File: config.mk
export PLATFORM = sky130hd
export DESIGN_NAME = fixed_pattern_replace_crc32_core
export DESIGN_NICKNAME = d
export VERILOG_FILES = /design/src/rtl/core/fprc_pkg.sv /design/src/rtl/core/fprc_cell.sv /design/src/rtl/core/fprc_window.sv /design/src/rtl/core/fixed_pattern_replace_crc32_core.sv
export SDC_FILE = /design/constraint.sdc
export NUM_CORES = 1
export LEC_CHECK = 0
export ABC_AREA = 1
export ABC_CLOCK_PERIOD_IN_PS = 9400
export BUFFER_PORTS_ARGS = -buffer_cell sky130_fd_sc_hd__buf_4
export CAP_MARGIN = 30
export CORE_ASPECT_RATIO = 1.4
export CORE_UTILIZATION = 65
export DETAILED_ROUTE_END_ITERATION = 12
export GPL_TIMING_DRIVEN = 0
export PLACE_DENSITY_LB_ADDON = 0.05
export SYNTH_ARGS = -nofsm -noshare
export SYNTH_HDL_FRONTEND = slang
export SYNTH_SLANG_ARGS = --single-unit
File: constraint.sdc
create_clock -name clk -period 9.4 [get_ports clk]
set_input_delay 1.41 -clock clk [delete_from_list [all_inputs] [get_ports clk]]
set_output_delay 1.41 -clock clk [all_outputs]
set_load 0.01 [all_outputs]
File: src/rtl/core/fprc_pkg.sv
`default_nettype none

package fprc_pkg;

  localparam int WIN_LEN = 17;
  localparam int REP_LEN = 21;
  localparam int HDR_LEN = 8;
  localparam int CELLS   = WIN_LEN - 1;

  localparam logic [7:0]  MAX_REPL_RESET = 8'd32;
  localparam logic [31:0] CRC_POLY       = 32'hEDB8_8320;
  localparam logic [31:0] CRC_INIT       = 32'hFFFF_FFFF;

  localparam logic [7:0] SEARCH_PAT [WIN_LEN] = '{
    8'h00, 8'h0f, "N", "A", "T", "I", "V", "E", "_", "S", "E", "L", "E", "C", "T", "E", "D"
  };

  localparam logic [7:0] REPL_PAT [REP_LEN] = '{
    8'h00, 8'h13, "D", "I", "S", "C", "L", "A", "I", "M", "E", "R", "_",
    "A", "C", "C", "E", "P", "T", "E", "D"
  };

  typedef enum logic [2:0] {
    WIN_HOLD,
    WIN_PUSH,
    WIN_SHIFT,
    WIN_DROP,
    WIN_CLEAR
  } win_op_t;

  typedef struct packed {
    win_op_t    op;
    logic [7:0] data;
  } win_ctrl_t;

  typedef struct packed {
    logic [7:0] head_byte;
    logic       head_valid;
    logic       next_valid;
    logic       full;
    logic       match;
  } win_stat_t;

  function automatic logic [31:0] crc_byte(input logic [31:0] crc, input logic [7:0] b);
    logic [31:0] c;
    c = crc ^ {24'h0, b};
    for (int k = 0; k < 8; k++) begin
      c = c[0] ? ((c >> 1) ^ CRC_POLY) : (c >> 1);
    end
    return c;
  endfunction

endpackage

`default_nettype wire

File: src/rtl/core/fprc_cell.sv
`default_nettype none

module fprc_cell (
  input  logic             clk,
  input  logic             rst,
  input  fprc_pkg::win_op_t op,
  input  logic [7:0]       new_byte,
  input  logic [7:0]       pat_byte,
  input  logic             prev_valid,
  input  logic [7:0]       next_byte,
  input  logic             next_valid,
  output logic [7:0]       cell_byte,
  output logic             cell_valid,
  output logic             hit
);
  import fprc_pkg::*;

  always_ff @(posedge clk) begin
    if (rst) begin
      cell_valid <= 1'b0;
    end else begin
      unique case (op)
        WIN_PUSH: begin
          if (!cell_valid && prev_valid) begin
            cell_valid <= 1'b1;
          end
        end
        WIN_SHIFT, WIN_DROP: begin
          cell_valid <= next_valid;
        end
        WIN_CLEAR: begin
          cell_valid <= 1'b0;
        end
        default: begin
          cell_valid <= cell_valid;
        end
      endcase
    end
  end

  always_ff @(posedge clk) begin
    unique case (op)
      WIN_PUSH: begin
        if (!cell_valid && prev_valid) begin
          cell_byte <= new_byte;
        end
      end
      WIN_SHIFT, WIN_DROP: begin
        cell_byte <= next_byte;
      end
      default: begin
        cell_byte <= cell_byte;
      end
    endcase
  end

  assign hit = cell_valid && (cell_byte == pat_byte);

endmodule

`default_nettype wire

File: src/rtl/core/fprc_window.sv
`default_nettype none

module fprc_window (
  input  logic                clk,
  input  logic                rst,
  input  fprc_pkg::win_ctrl_t ctrl,
  output fprc_pkg::win_stat_t stat
);
  import fprc_pkg::*;

  logic [7:0]       cell_bytes [CELLS];
  logic [CELLS-1:0] valids;
  logic [CELLS-1:0] hits;

  for (genvar i = 0; i < CELLS; i++) begin : g_cell
    logic       prev_valid;
    logic [7:0] next_byte;
    logic       next_valid;

    if (i == 0) begin : g_first
      assign prev_valid = 1'b1;
    end else begin : g_inner
      assign prev_valid = valids[i-1];
    end

    if (i == CELLS - 1) begin : g_tail
      assign next_byte  = ctrl.data;
      assign next_valid = (ctrl.op == WIN_SHIFT);
    end else begin : g_body
      assign next_byte  = cell_bytes[i+1];
      assign next_valid = valids[i+1];
    end

    fprc_cell u_cell (
      .clk        (clk),
      .rst        (rst),
      .op         (ctrl.op),
      .new_byte   (ctrl.data),
      .pat_byte   (SEARCH_PAT[i]),
      .prev_valid (prev_valid),
      .next_byte  (next_byte),
      .next_valid (next_valid),
      .cell_byte  (cell_bytes[i]),
      .cell_valid (valids[i]),
      .hit        (hits[i])
    );
  end

  assign stat.head_byte  = cell_bytes[0];
  assign stat.head_valid = valids[0];
  assign stat.next_valid = valids[1];
  assign stat.full       = valids[CELLS-1];
  assign stat.match      = (&hits) && (ctrl.data == SEARCH_PAT[WIN_LEN-1]);

endmodule

`default_nettype wire

File: src/rtl/core/fixed_pattern_replace_crc32_core.sv
`default_nettype none

// Streaming search and replace over a blob with an 8-byte big-endian CRC header.
// Input bytes are taken at one per cycle while in ST_RUN and the output is not
// stalled; the header bytes give no result, and each payload byte gives one
// output transfer once the 16-cell match window is full. A replaced match holds
// the input while its 21 bytes leave, and the last byte of a blob is followed by
// a drain of the bytes left in the window, at most 16. Both come from the single
// output register, which carries one result per cycle unless out_ready holds it,
// and takes a new input byte in the same cycle as the waiting result is taken.
// The final result of each blob carries the new payload CRC, the replacement
// count, the stored CRC check and the short blob flag; a blob that leaves no
// payload byte gives one result with out_has_byte low that carries them.
module fixed_pattern_replace_crc32_core (
  input  logic        clk,
  input  logic        rst,
  input  logic        cfg_valid,
  output logic        cfg_ready,
  input  logic [7:0]  cfg_data,
  input  logic        in_valid,
  output logic        in_ready,
  input  logic [7:0]  in_byte,
  input  logic        in_last,
  output logic        out_valid,
  input  logic        out_ready,
  output logic [7:0]  out_byte,
  output logic        out_has_byte,
  output logic        out_last,
  output logic [7:0]  replace_count,
  output logic [31:0] new_crc,
  output logic        stored_crc_ok,
  output logic        too_short
);
  import fprc_pkg::*;

  typedef enum logic [2:0] {
    ST_RUN   = 3'b001,
    ST_REPL  = 3'b010,
    ST_FLUSH = 3'b100
  } state_t;

  state_t      state, state_next;
  logic [7:0]  max_repl;
  logic [3:0]  header_index, header_index_next;
  logic [63:0] stored_header, stored_header_next;
  logic [31:0] input_crc, input_crc_next;
  logic [31:0] output_crc;
  logic [7:0]  count, count_next;
  logic [4:0]  ridx, ridx_next;
  logic        last_pend, last_pend_next;

  win_ctrl_t   win_ctrl;
  win_stat_t   win_stat;

  logic        adv;
  logic        in_fire;
  logic        emit;
  logic [7:0]  e_byte;
  logic        e_has;
  logic        e_final;
  logic        e_short;
  logic        e_ok;
  logic [7:0]  e_count;
  logic        blob_clear;
  logic [31:0] oc_upd;

  assign adv       = !out_valid || out_ready;
  assign in_ready  = (state == ST_RUN) && adv;
  assign in_fire   = in_valid && in_ready;
  assign cfg_ready = 1'b1;

  fprc_window u_window (
    .clk  (clk),
    .rst  (rst),
    .ctrl (win_ctrl),
    .stat (win_stat)
  );

  always_comb begin
    state_next         = state;
    header_index_next  = header_index;
    stored_header_next = stored_header;
    input_crc_next     = input_crc;
    count_next         = count;
    ridx_next          = ridx;
    last_pend_next     = last_pend;
    win_ctrl.op        = WIN_HOLD;
    win_ctrl.data      = in_byte;
    emit               = 1'b0;
    e_byte             = 8'h00;
    e_has              = 1'b0;
    e_final            = 1'b0;
    e_short            = 1'b0;
    e_ok               = stored_header == {32'h0, ~input_crc};
    e_count            = count;
    blob_clear         = 1'b0;

    unique case (state)
      ST_RUN: begin
        if (in_fire) begin
          if (header_index < 4'(HDR_LEN)) begin
            stored_header_next = {stored_header[55:0], in_byte};
            header_index_next  = header_index + 4'd1;
            if (in_last) begin
              emit       = 1'b1;
              e_final    = 1'b1;
              e_short    = header_index_next < 4'(HDR_LEN);
              e_ok       = !e_short && (stored_header_next == {32'h0, ~input_crc});
              e_count    = 8'h00;
              blob_clear = 1'b1;
            end
          end else begin
            input_crc_next = crc_byte(input_crc, in_byte);
            if (!win_stat.full) begin
              win_ctrl.op = WIN_PUSH;
              if (in_last) begin
                state_next = ST_FLUSH;
              end
            end else if (win_stat.match && (count < max_repl)) begin
              win_ctrl.op    = WIN_CLEAR;
              count_next     = count + 8'd1;
              emit           = 1'b1;
              e_byte         = REPL_PAT[0];
              e_has          = 1'b1;
              e_count        = count_next;
              ridx_next      = 5'd1;
              last_pend_next = in_last;
              state_next     = ST_REPL;
            end else begin
              win_ctrl.op = WIN_SHIFT;
              emit        = 1'b1;
              e_byte      = win_stat.head_byte;
              e_has       = 1'b1;
              if (in_last) begin
                state_next = ST_FLUSH;
              end
            end
          end
        end
      end
      ST_REPL: begin
        if (adv) begin
          emit      = 1'b1;
          e_byte    = REPL_PAT[ridx];
          e_has     = 1'b1;
          ridx_next = ridx + 5'd1;
          if (ridx == 5'(REP_LEN - 1)) begin
            state_next = ST_RUN;
            if (last_pend) begin
              e_final    = 1'b1;
              blob_clear = 1'b1;
            end
          end
        end
      end
      ST_FLUSH: begin
        if (adv) begin
          win_ctrl.op = WIN_DROP;
          emit        = 1'b1;
          e_byte      = win_stat.head_byte;
          e_has       = 1'b1;
          if (!win_stat.next_valid) begin
            state_next = ST_RUN;
            e_final    = 1'b1;
            blob_clear = 1'b1;
          end
        end
      end
      default: begin
        state_next = ST_RUN;
      end
    endcase
  end

  assign oc_upd = crc_byte(output_crc, e_byte);

  always_ff @(posedge clk) begin
    if (rst) begin
      state         <= ST_RUN;
      max_repl      <= MAX_REPL_RESET;
      header_index  <= 4'd0;
      stored_header <= 64'h0;
      input_crc     <= CRC_INIT;
      output_crc    <= CRC_INIT;
      count         <= 8'h00;
      ridx          <= 5'd0;
      last_pend     <= 1'b0;
      out_valid     <= 1'b0;
    end else begin
      state     <= state_next;
      ridx      <= ridx_next;
      last_pend <= last_pend_next;
      if (cfg_valid && cfg_ready) begin
        max_repl <= cfg_data;
      end
      if (blob_clear) begin
        header_index  <= 4'd0;
        stored_header <= 64'h0;
        input_crc     <= CRC_INIT;
        output_crc    <= CRC_INIT;
        count         <= 8'h00;
      end else begin
        header_index  <= header_index_next;
        stored_header <= stored_header_next;
        input_crc     <= input_crc_next;
        count         <= count_next;
        if (emit && e_has) begin
          output_crc <= oc_upd;
        end
      end
      if (emit) begin
        out_valid <= 1'b1;
      end else if (out_ready) begin
        out_valid <= 1'b0;
      end
    end
  end

  always_ff @(posedge clk) begin
    if (emit) begin
      out_byte      <= e_byte;
      out_has_byte  <= e_has;
      out_last      <= e_final;
      replace_count <= e_count;
      new_crc       <= (e_final && e_has) ? ~oc_upd : 32'h0;
      stored_crc_ok <= e_final && e_ok;
      too_short     <= e_final && e_short;
    end
  end

  assert property (@(posedge clk) disable iff (rst)
    (state == ST_REPL) |-> !win_stat.head_valid)
    else $error("window not empty while a replacement is sent");

  assert property (@(posedge clk) disable iff (rst)
    (state == ST_FLUSH) |-> win_stat.head_valid)
    else $error("window drained with no byte left to send");

  assert property (@(posedge clk) disable iff (rst)
    (emit && e_final) |=> (header_index == 4'd0 && count == 8'h00
                           && output_crc == CRC_INIT && state == ST_RUN))
    else $error("blob state not cleared after the final result");

  assert property (@(posedge clk) disable iff (rst)
    (out_valid && !out_has_byte) |-> out_last)
    else $error("result without a byte that is not the final one");

endmodule

`default_nettype wire
==> flow_summary.json, run 1 <==
{
  "status": "completed",
  "synth_cell_types": 50,
  "start_util_pct": 66.10,
  "critPathRequiredTime_ns": 7.99,
  "setup_viol": 0,
  "htreeDepth": 2,
  "detail-route-antenna-nets": 0,
  "fin_setup_tns_ns": 0,
  "cts_made_buffers": 34,
  "p_int_uw": 2517,
  "netSwitchingFraction_pct": 22.92,
  "async_reset_ff_share_pct": 0,
  "routed_wirelength_mm": 54.82,
  "design_area_mm2": 0.02050,
  "cts-root-buf": "clkbuf_16",
  "seqCellArea_mm2": 0.008889,
  "placed_cell_area_mm2": 0.01933,
  "synth_top_family_by_area": "simple AND/OR/NAND/NOR gates",
  "max_slew_margin_pct": 42.27,
  "power_leakage_uw": 0.008247,
  "hold_viol": 0,
  "drv_cap": 0,
  "detail_route.wl_per_cell_um": 19.82,
  "syn_to_final_growth_pct": 12.16,
  "drive_gt1_share_pct": 10.53,
  "synthMuxAreaShare_pct": 0,
  "synth-compound-area-share_pct": 10.75,
  "hold_buffers": 0,
  "rows": 72,
  "cts_tree": "done",
  "fillers": 2131,
  "p_sw_uw": 748.1,
  "place_congestion": 1.020,
  "end_kind": "primary output",
  "synth_edf_count": 180,
  "grt_usage_pct": 39.27,
  "clock_latency_ns": 0.54,
  "tightestPinTransition_ns": 0.8580,
  "slew_violations": 0,
  "grt_pass1_vias": 16310,
  "multiInputGateArea_mm2": 0.008066,
  "post_cts_buffers": 0,
  "synth_warnings": 0,
  "grt_pass1_wl_mm": 85.95,
  "yosysSeqAreaShare_pct": 48.62,
  "synth_simple_gate_area_share_pct": 25.95,
  "dp.final_hpwl_mm": 41.12,
  "powerDensity_mw_per_mm2": 159.2,
  "crit_type": "input pin to primary output",
  "core_mm2": 0.02766,
  "crit_path_max_fanout": 4,
  "gr-total-overflow": 0,
  "dr.pass1.iters": 6,
  "via_per_inst": 6.031,
  "fin_worst_skew_ns": 0.01382,
  "synth_xor_area_share_pct": 6.160,
  "syn_avg_cell_area_um2": 8.103,
  "synthAdderAreaFrac_pct": 1.232,
  "clock-sinks": 354,
  "ctsResizeCount": 0,
  "clk_pin_slew_worst_paths_ns": 0.07,
  "seq_power_share_pct": 50.3,
  "netlist_instances": 2256,
  "antenna_found_initial": 1,
  "cts_buffer_depth": 3,
  "syn_area_mm2": 0.01828,
  "final_util_pct": 74.13,
  "fmax_mhz": 281.5,
  "grt_max_degree": 47,
  "die_w_um": 143.7,
  "fp.dieH_um": 200.4,
  "crit_path_start_kind": "input pin",
  "first_iter_violations": 1405,
  "nets": 2408,
  "hold_path_depth": 2,
  "yosys_register_bits": 354,
  "min_period_ns": 3.552,
  "cp.arrival_ns": 2.14,
  "syn_nets": 2296,
  "rsz0062_at_grt": "false",
  "hold_class": "register to register",
  "ir_drop_mv": 0.1502,
  "r2r_cells": 13,
  "fin_crit_sh_pct": 37.79,
  "drc": 0,
  "combPwrFrac_pct": 5.7,
  "die_area_mm2": 0.02881,
  "ys.flop_type": "edfxtp_1",
  "io_pins": 77,
  "port_buffers": 74,
  "p_clk_share_pct": 44.0,
  "via_count": 16680
}
registers in the layout (all words and copies together) (netlist names):
name                               count
out_byte                               8
stored_crc_ok                          1
input_crc                             32
u_window.g_cell.u_cell.cell_valid     16
new_crc                               32
max_repl                               8
state                                  3
stored_header                         64
u_window.g_cell.u_cell.cell_byte     128
last_pend                              1
header_index                           4
output_crc                            32
out_valid                              1
ridx                                   5
replace_count                          8
too_short                              1
count                                  8
out_has_byte                           1
out_last                               1
layout by cell type, fill, tap and decap left out, drive strengths merged:
cell	count
nor2	165
o211ai	32
buf	125
o2111a	1
nand3	164
ha	18
nand4	58
nor3b	4
a221oi	4
o21ai	141
edfxtp	180
clkinv	11
or2	16
o22ai	10
a21oi	163
inv	236
or4	2
conb	1
dfxtp	174
clkbuf	87
a31oi	1
clkinvlp	4
bufinv	3
nand2	622
diode	1
xnor2	19
a211o	2
a2111oi	1
nor4	32
xor2	95
nor3	15
nand3b	1
a22oi	2
o221ai	5
stage by stage:
stage | std cells | hold WS, ns | total power [µW] | setup WS [ns]
floorplan | 2256 | 0.4260 | 1784 | 5.360
global placement | 2700 | 0.4399 | 1852 | 4.416
detailed placement | 2702 | 0.4483 | 1856 | 5.489
CTS | 2764 | 0.4584 | 3264 | 5.847
global route | 2765 | 0.4892 | 3340 | 5.834
finish | 2765 | 0.4572 | 3265 | 5.848
worst max-delay path: stages:
cell,delay [ns]
buf_4,0.11
nor2_2,0.29
nor2_2,0.15
buf_4,0.17
power groups by stage:
stage | combinational [µW] | clock [µW] | sequential (µW)
2_1_floorplan | 107 | 0 | 1680
3_3_place_gp | 175 | 0 | 1680
3_5_place_dp | 180 | 0 | 1680
4_1_cts | 182 | 1440 | 1640
5_1_grt | 202 | 1490 | 1640
6_report | 185 | 1440 | 1640
area by class of cell:
class,count,area share [%]
antenna,1,0.01221
inverter,237,4.339
clock buffer,45,4.760
clock inverter,17,0.9642
buffer,91,2.136
multi-input combinational,1574,39.34
tap,370,2.258
timing repair buffer,76,2.832
sequential,354,43.35
path summary, 6_finish.rpt:
kind                                     startpoint                                     end  slack, ns
max                                       out_ready                                in_ready       5.85
min                                       last_pend                               last_pend       0.46
max reg2reg  u_window.g_cell[7].u_cell.cell_byte[7]  u_window.g_cell[0].u_cell.cell_byte[7]       6.22
min reg2reg                               last_pend                               last_pend       0.46
logic make-up (layout without fill, tap and decap cells):
| logic type | Yosys count | in the layout |
|---|---|---|
| compound gates | 362 | 362 |
| simple gates | 1079 | 1079 |
| flops | 354 | 354 |
| other cells | 1 | 2 |
| xor+xnor | 114 | 114 |
| fa+ha+maj | 18 | 18 |
| buf+inv | 328 | 466 |
Yosys cell counts, drive strengths merged, types with 16 or more instances:
library cell / number / share of area (%)
nand2: 622 / 13
inv: 235 / 4.8
edfxtp: 180 / 30
dfxtp: 174 / 19
nor2: 165 / 3.6
nand3: 164 / 4.8
a21oi: 163 / 4.5
o21ai: 141 / 3.9
xor2: 95 / 5.1
nand4: 58 / 2.0
buf: 49 / 1.5
clkbuf: 42 / 0.86
nor4: 32 / 1.1
o211ai: 32 / 1.3
xnor2: 19 / 1.0
ha: 18 / 1.2
or2: 16 / 0.55
metal layers:
metal / routed length [µm] / up-vias / GRT usage [%]
met1: 18780 / 7694 / 42.33
met5: 0 / - / 0
met2: 26680 / 930 / 67.27
li1: - / 7761 / -
met3: 4492 / 291 / 7.347
met4: 4865 / 0 / 29.94
Note: power is estimated with default switching activity, not from simulation.
==> inputs of run 2 (changes only) <==
--- a/config.mk
+++ b/config.mk
@@ -6,11 +6,11 @@
 export NUM_CORES = 1
 export LEC_CHECK = 0
 export ABC_AREA = 1
-export ABC_CLOCK_PERIOD_IN_PS = 9400
+export ABC_CLOCK_PERIOD_IN_PS = 3170
 export BUFFER_PORTS_ARGS = -buffer_cell sky130_fd_sc_hd__buf_4
 export CAP_MARGIN = 30
 export CORE_ASPECT_RATIO = 1.4
-export CORE_UTILIZATION = 65
+export CORE_UTILIZATION = 56
 export DETAILED_ROUTE_END_ITERATION = 12
 export GPL_TIMING_DRIVEN = 0
 export PLACE_DENSITY_LB_ADDON = 0.05
==> constraint.sdc (replaced) <==
create_clock -name clk -period 3.17 [get_ports clk]
set_input_delay 0.4755 -clock clk [delete_from_list [all_inputs] [get_ports clk]]
set_output_delay 0.4755 -clock clk [all_outputs]
set_load 0.01 [all_outputs]
==> flow_summary.json, run 2 (synthesized netlist as in run 1, its figures left out) <==
{
  "rsz0062_at_grt": "false",
  "hold_viol": 0,
  "gr-total-overflow": 0,
  "fp.dieH_um": 215.8,
  "whs_ns": 0.1722,
  "htreeDepth": 2,
  "grt_pass1_vias": 16050,
  "antenna_cells": 0,
  "via_per_inst": 5.758,
  "path_common_cell": "buf_2",
  "critPathRequiredTime_ns": 3.58,
  "cts_made_buffers": 36,
  "grt_max_degree": 43,
  "drc": 0,
  "detail_route.wl_per_cell_um": 19.88,
  "largest_register": "u_window.g_cell.u_cell.cell_byte",
  "die_area_mm2": 0.03338,
  "port_buffers": 74,
  "crit_type": "register to register",
  "cts-root-buf": "clkbuf_16",
  "ir_drop_mv": 0.6087,
  "hold_class": "input pin to register",
  "clock_latency_ns": 0.55,
  "largest_reg_flops": 128,
  "core_mm2": 0.03189,
  "power_leakage_uw": 0.008307,
  "cp.arrival_ns": 3.47,
  "tightestPinTransition_ns": 0.9015,
  "holdCritStartpoint": "cfg_data[5]",
  "fin_crit_sh_pct": 96.53,
  "fin_setup_tns_ns": 0,
  "cts_tree": "done",
  "path_cells": "inv_1 -> ha_1 -> nand4_1 -> o21ai_0 -> nand4_2 -> nand2_4 -> nor2_4 -> inv_2 -> buf_2 -> buf_2 -> a21oi_1",
  "drv_cap": 0,
  "crit_path_start_kind": "register",
  "powerDensity_mw_per_mm2": 486.2,
  "first_iter_violations": 1269,
  "critPathLaunch": "ridx[0]",
  "via_count": 16300,
  "slew_violations": 0,
  "antenna_found_initial": 0,
  "clock-sinks": 354,
  "fin_worst_skew_ns": 0.02158,
  "dr.pass1.iters": 7,
  "status": "completed",
  "die_w_um": 154.7,
  "syn_to_final_growth_pct": 13.31,
  "reg_top3": "u_window.g_cell.u_cell.cell_byte x128, stored_header x64",
  "cts_buffer_depth": 3,
  "hold_buffers": 0,
  "dp.final_hpwl_mm": 42.59,
  "setup_viol": 0,
  "routed_wirelength_mm": 56.28,
  "rows": 77,
  "clk_pin_slew_worst_paths_ns": 0.06,
  "crit_path_max_fanout": 10,
  "nets": 2410,
  "grt_pass1_wl_mm": 87.35,
  "fmax_mhz": 326.8,
  "worst_path_largest_cell_delay_ns": 0.37,
  "worstReg2RegStart": "ridx[0]",
  "drive_gt1_share_pct": 11.10,
  "place_congestion": 1.020,
  "min_period_ns": 3.060,
  "grt_usage_pct": 34.31,
  "max_slew_margin_pct": 39.34,
  "post_cts_buffers": 0,
  "final_common_cell": "nand2_1",
  "end_kind": "register",
  "layout_common_cells": "594 x nand2_1, 227 x inv_1, 180 x edfxtp_1",
  "ctsResizeCount": 3,
  "io_pins": 77,
  "start_util_pct": 57.32,
  "crit_slowest_cell": "nand4_2",
  "detail-route-antenna-nets": 0
}
==> run 2: cell type report <==
type	instances	area (µm²)
tap	434	543.0
timing repair buffer	76	580.6
fill	2766	11180
sequential	354	8890
buffer	91	441.7
inverter	237	889.6
clock inverter	24	329.1
multi-input combinational	1574	8089
clock buffer	41	949.7
==> run 2: path summary, 6_finish.rpt <==
check / endpoint / slack [ns] / cells past startpoint
max: count[3] / 0.11 / 11
min reg2reg: last_pend / 0.45 / 2
max reg2reg: count[3] / 0.11 / 11
min: max_repl[5] / 0.17 / 3
==> run 2: layer usage <==
metal / track usage (%) / part of all wire (%) / vias up
met4: 24.19 / 7.6 / 0
met5: 0 / 0 / -
met2: 60.35 / 50 / 701
li1: - / - / 7772
met1: 38.13 / 37 / 7612
met3: 4.618 / 6.0 / 215
==> run 2: through the flow <==
step	setup slack, ns	cell area [µm²]	std cells	util [%]	total power (µW)
after floorplan	0.05337	18280	2256	-	5291
after global routing	0.004224	20710	2831	64.95	10330
after detailed placement	-0.05190	19410	2766	60.85	5515
after global placement	-1.070	19380	2764	60.77	5504
final	0.1101	20710	2831	64.95	10070
after CTS	0.03516	20690	2831	64.88	10090
==> run 2: power breakdown <==
part           switching, µW  internal (µW)
Clock                   1900           2750
Combinational            378            174
Sequential              28.4           4840
Total                   2310           7760
==> run 2: worst max-delay path: cells and delay by family, from the launching register on <==
| kind | cells | cell delay [ns] |
|---|---|---|
| buffers and inverters | 4 | 1.10 |
| and+or+nand+nor | 4 | 0.92 |
| DFF | 1 | 0.34 |
| AOI/OAI and AO/OA | 2 | 0.31 |
| adders and majority gates | 1 | 0.25 |
==> inputs of run 3 (changes only) <==
--- a/config.mk
+++ b/config.mk
@@ -10,9 +10,11 @@
 export BUFFER_PORTS_ARGS = -buffer_cell sky130_fd_sc_hd__buf_4
 export CAP_MARGIN = 30
 export CORE_ASPECT_RATIO = 1.4
+export CORE_MARGIN = 2
 export CORE_UTILIZATION = 56
 export DETAILED_ROUTE_END_ITERATION = 12
 export GPL_TIMING_DRIVEN = 0
+export MAX_ROUTING_LAYER = met4
 export PLACE_DENSITY_LB_ADDON = 0.05
 export SYNTH_ARGS = -nofsm -noshare
 export SYNTH_HDL_FRONTEND = slang
==> flow_summary.json, run 3 (synthesized netlist as in run 1, its figures left out) <==
{
  "status": "completed",
  "cts_buffer_depth": 3,
  "cts_tree": "done",
  "start_util_pct": 56.59,
  "crit_type": "register to register",
  "die_w_um": 156.7,
  "powerDensity_mw_per_mm2": 471.8,
  "grt_usage_pct": 34.16,
  "clock_latency_ns": 0.55,
  "dp.final_hpwl_mm": 42.86,
  "via_count": 16340,
  "gr-total-overflow": 0,
  "layout_common_cells": "594 x nand2_1, 227 x inv_1, 180 x edfxtp_1",
  "drv_cap": 0,
  "routed_wirelength_mm": 56.60,
  "detail_route.wl_per_cell_um": 19.94,
  "critPathRequiredTime_ns": 3.57,
  "fin_worst_skew_ns": 0.02370,
  "design_area_mm2": 0.02063,
  "slew_violations": 0,
  "dr.pass1.iters": 9,
  "place_congestion": 1.007,
  "antenna_cells": 0,
  "core_mm2": 0.03230,
  "hold_class": "input pin to register",
  "setup_viol": 0,
  "cp.arrival_ns": 3.39,
  "clk_pin_slew_worst_paths_ns": 0.06,
  "power_leakage_uw": 0.008251,
  "final_common_cell": "nand2_1",
  "port_buffers": 74,
  "fp.dieH_um": 217.8,
  "drc": 0,
  "max_slew_margin_pct": 42.32,
  "detail-route-antenna-nets": 0,
  "end_kind": "register",
  "fin_crit_sh_pct": 94.26,
  "die_area_mm2": 0.03412,
  "tightestPinTransition_ns": 0.8573,
  "min_period_ns": 2.988,
  "hold_viol": 0,
  "grt_pass1_wl_mm": 86.43,
  "placed_cell_area_mm2": 0.01941,
  "antenna_found_initial": 0,
  "first_iter_violations": 1371,
  "nets": 2411,
  "cts_made_buffers": 36,
  "io_pins": 77,
  "rows": 78,
  "grt_max_degree": 45,
  "drive_gt1_share_pct": 10.72,
  "largest_reg_flops": 128,
  "crit_path_max_fanout": 10,
  "syn_to_final_growth_pct": 12.84,
  "stdcell_count": 2838,
  "cts-root-buf": "clkbuf_16",
  "clock-sinks": 354,
  "ir_drop_mv": 0.4251,
  "crit_path_start_kind": "register",
  "largest_register": "u_window.g_cell.u_cell.cell_byte",
  "via_per_inst": 5.757,
  "placedCellCount": 2772,
  "htreeDepth": 2,
  "grt_pass1_vias": 15760,
  "reg_top3": "u_window.g_cell.u_cell.cell_byte x128, stored_header x64",
  "rsz0062_at_grt": "false",
  "fmax_mhz": 334.7
}
==> run 3: cell types whose count changed in the layout (fill, tap and decap cells not counted), sizes merged <==
| cell | delta |
|---|---|
| clkinvlp | -3 |
| bufinv | -3 |
| clkbuf | +7 |
| buf | +1 |
| clkinv | -1 |
==> run 3: worst max-delay path, stage by stage (launching register included) <==
cell	delay (ns)
dfxtp_1	0.34
inv_1	0.23
ha_1	0.26
nand4_1	0.15
o21ai_0	0.31
nand4_4	0.29
nand2_4	0.23
nor2_4	0.10
inv_2	0.22
buf_2	0.33
buf_2	0.33
a21oi_1	0.06
==> run 3: area by class of cell <==
class                   count  area (µm²)
fillers                  2866       11680
inverters                 237       889.6
flip-flops and latches    354        8890
multi-input cells        1574        8109
well taps                 440       550.5
repair buffers             77       588.1
plain buffers              91       440.4
clock buffers              48       955.9
clock inverters            17       203.9
==> run 3: path summary, 6_finish.rpt <==
path              startpoint           to  slack (ns)  cells after the start
setup / recovery     ridx[0]     count[3]        0.18                     11
hold / removal     cfg_valid  max_repl[5]        0.17                      2
setup reg to reg     ridx[0]     count[3]        0.18                     11
hold reg to reg    last_pend    last_pend        0.46                      2
==> run 3: metrics by stage <==
step / setup TNS, ns / worst slack (ns) / util [%] / power, µW / hold slack [ns]
6_report: 0 / 0.1820 / 63.85 / 9733 / 0.1707
5_1_grt: 0 / 0.02474 / 63.85 / 9980 / 0.1683
4_1_cts: 0 / 0.02641 / 63.72 / 9761 / 0.1568
3_5_place_dp: -0.1758 / -0.01301 / 60.10 / 5513 / 0.4465
3_3_place_gp: -52.54 / -1.008 / 60.01 / 5501 / 0.4399
2_1_floorplan: 0 / 0.05337 / - / 5291 / 0.4260
==> run 3: routing by layer <==
layer / vias up / wire length (µm) / track usage [%]
met3: 218 / 3228 / 4.392
met5: - / 0 / -
li1: 7750 / - / -
met1: 7681 / 21080 / 37.63
met2: 688 / 28250 / 58.14
met4: 0 / 4035 / 21.87
==> run 3: what timing repair did <==
| item | 4_1_cts | 5_1_grt |
|---|---|---|
| resized for setup | 2 | 12 |
| hold buffers | 0 | 0 |
| hold endpoints to repair | 0 | 0 |
| endpoints found under the setup margin | 41 | 210 |
| setup buffers | 0 | 1 |
==> run 3: power breakdown <==
| group | switching (µW) | internal [µW] | leakage [µW] |
|---|---|---|---|
| Combinational | 378 | 174 | 0.00463 |
| Sequential | 28.8 | 4840 | 0.00306 |
| Clock | 1840 | 2470 | 0.000560 |
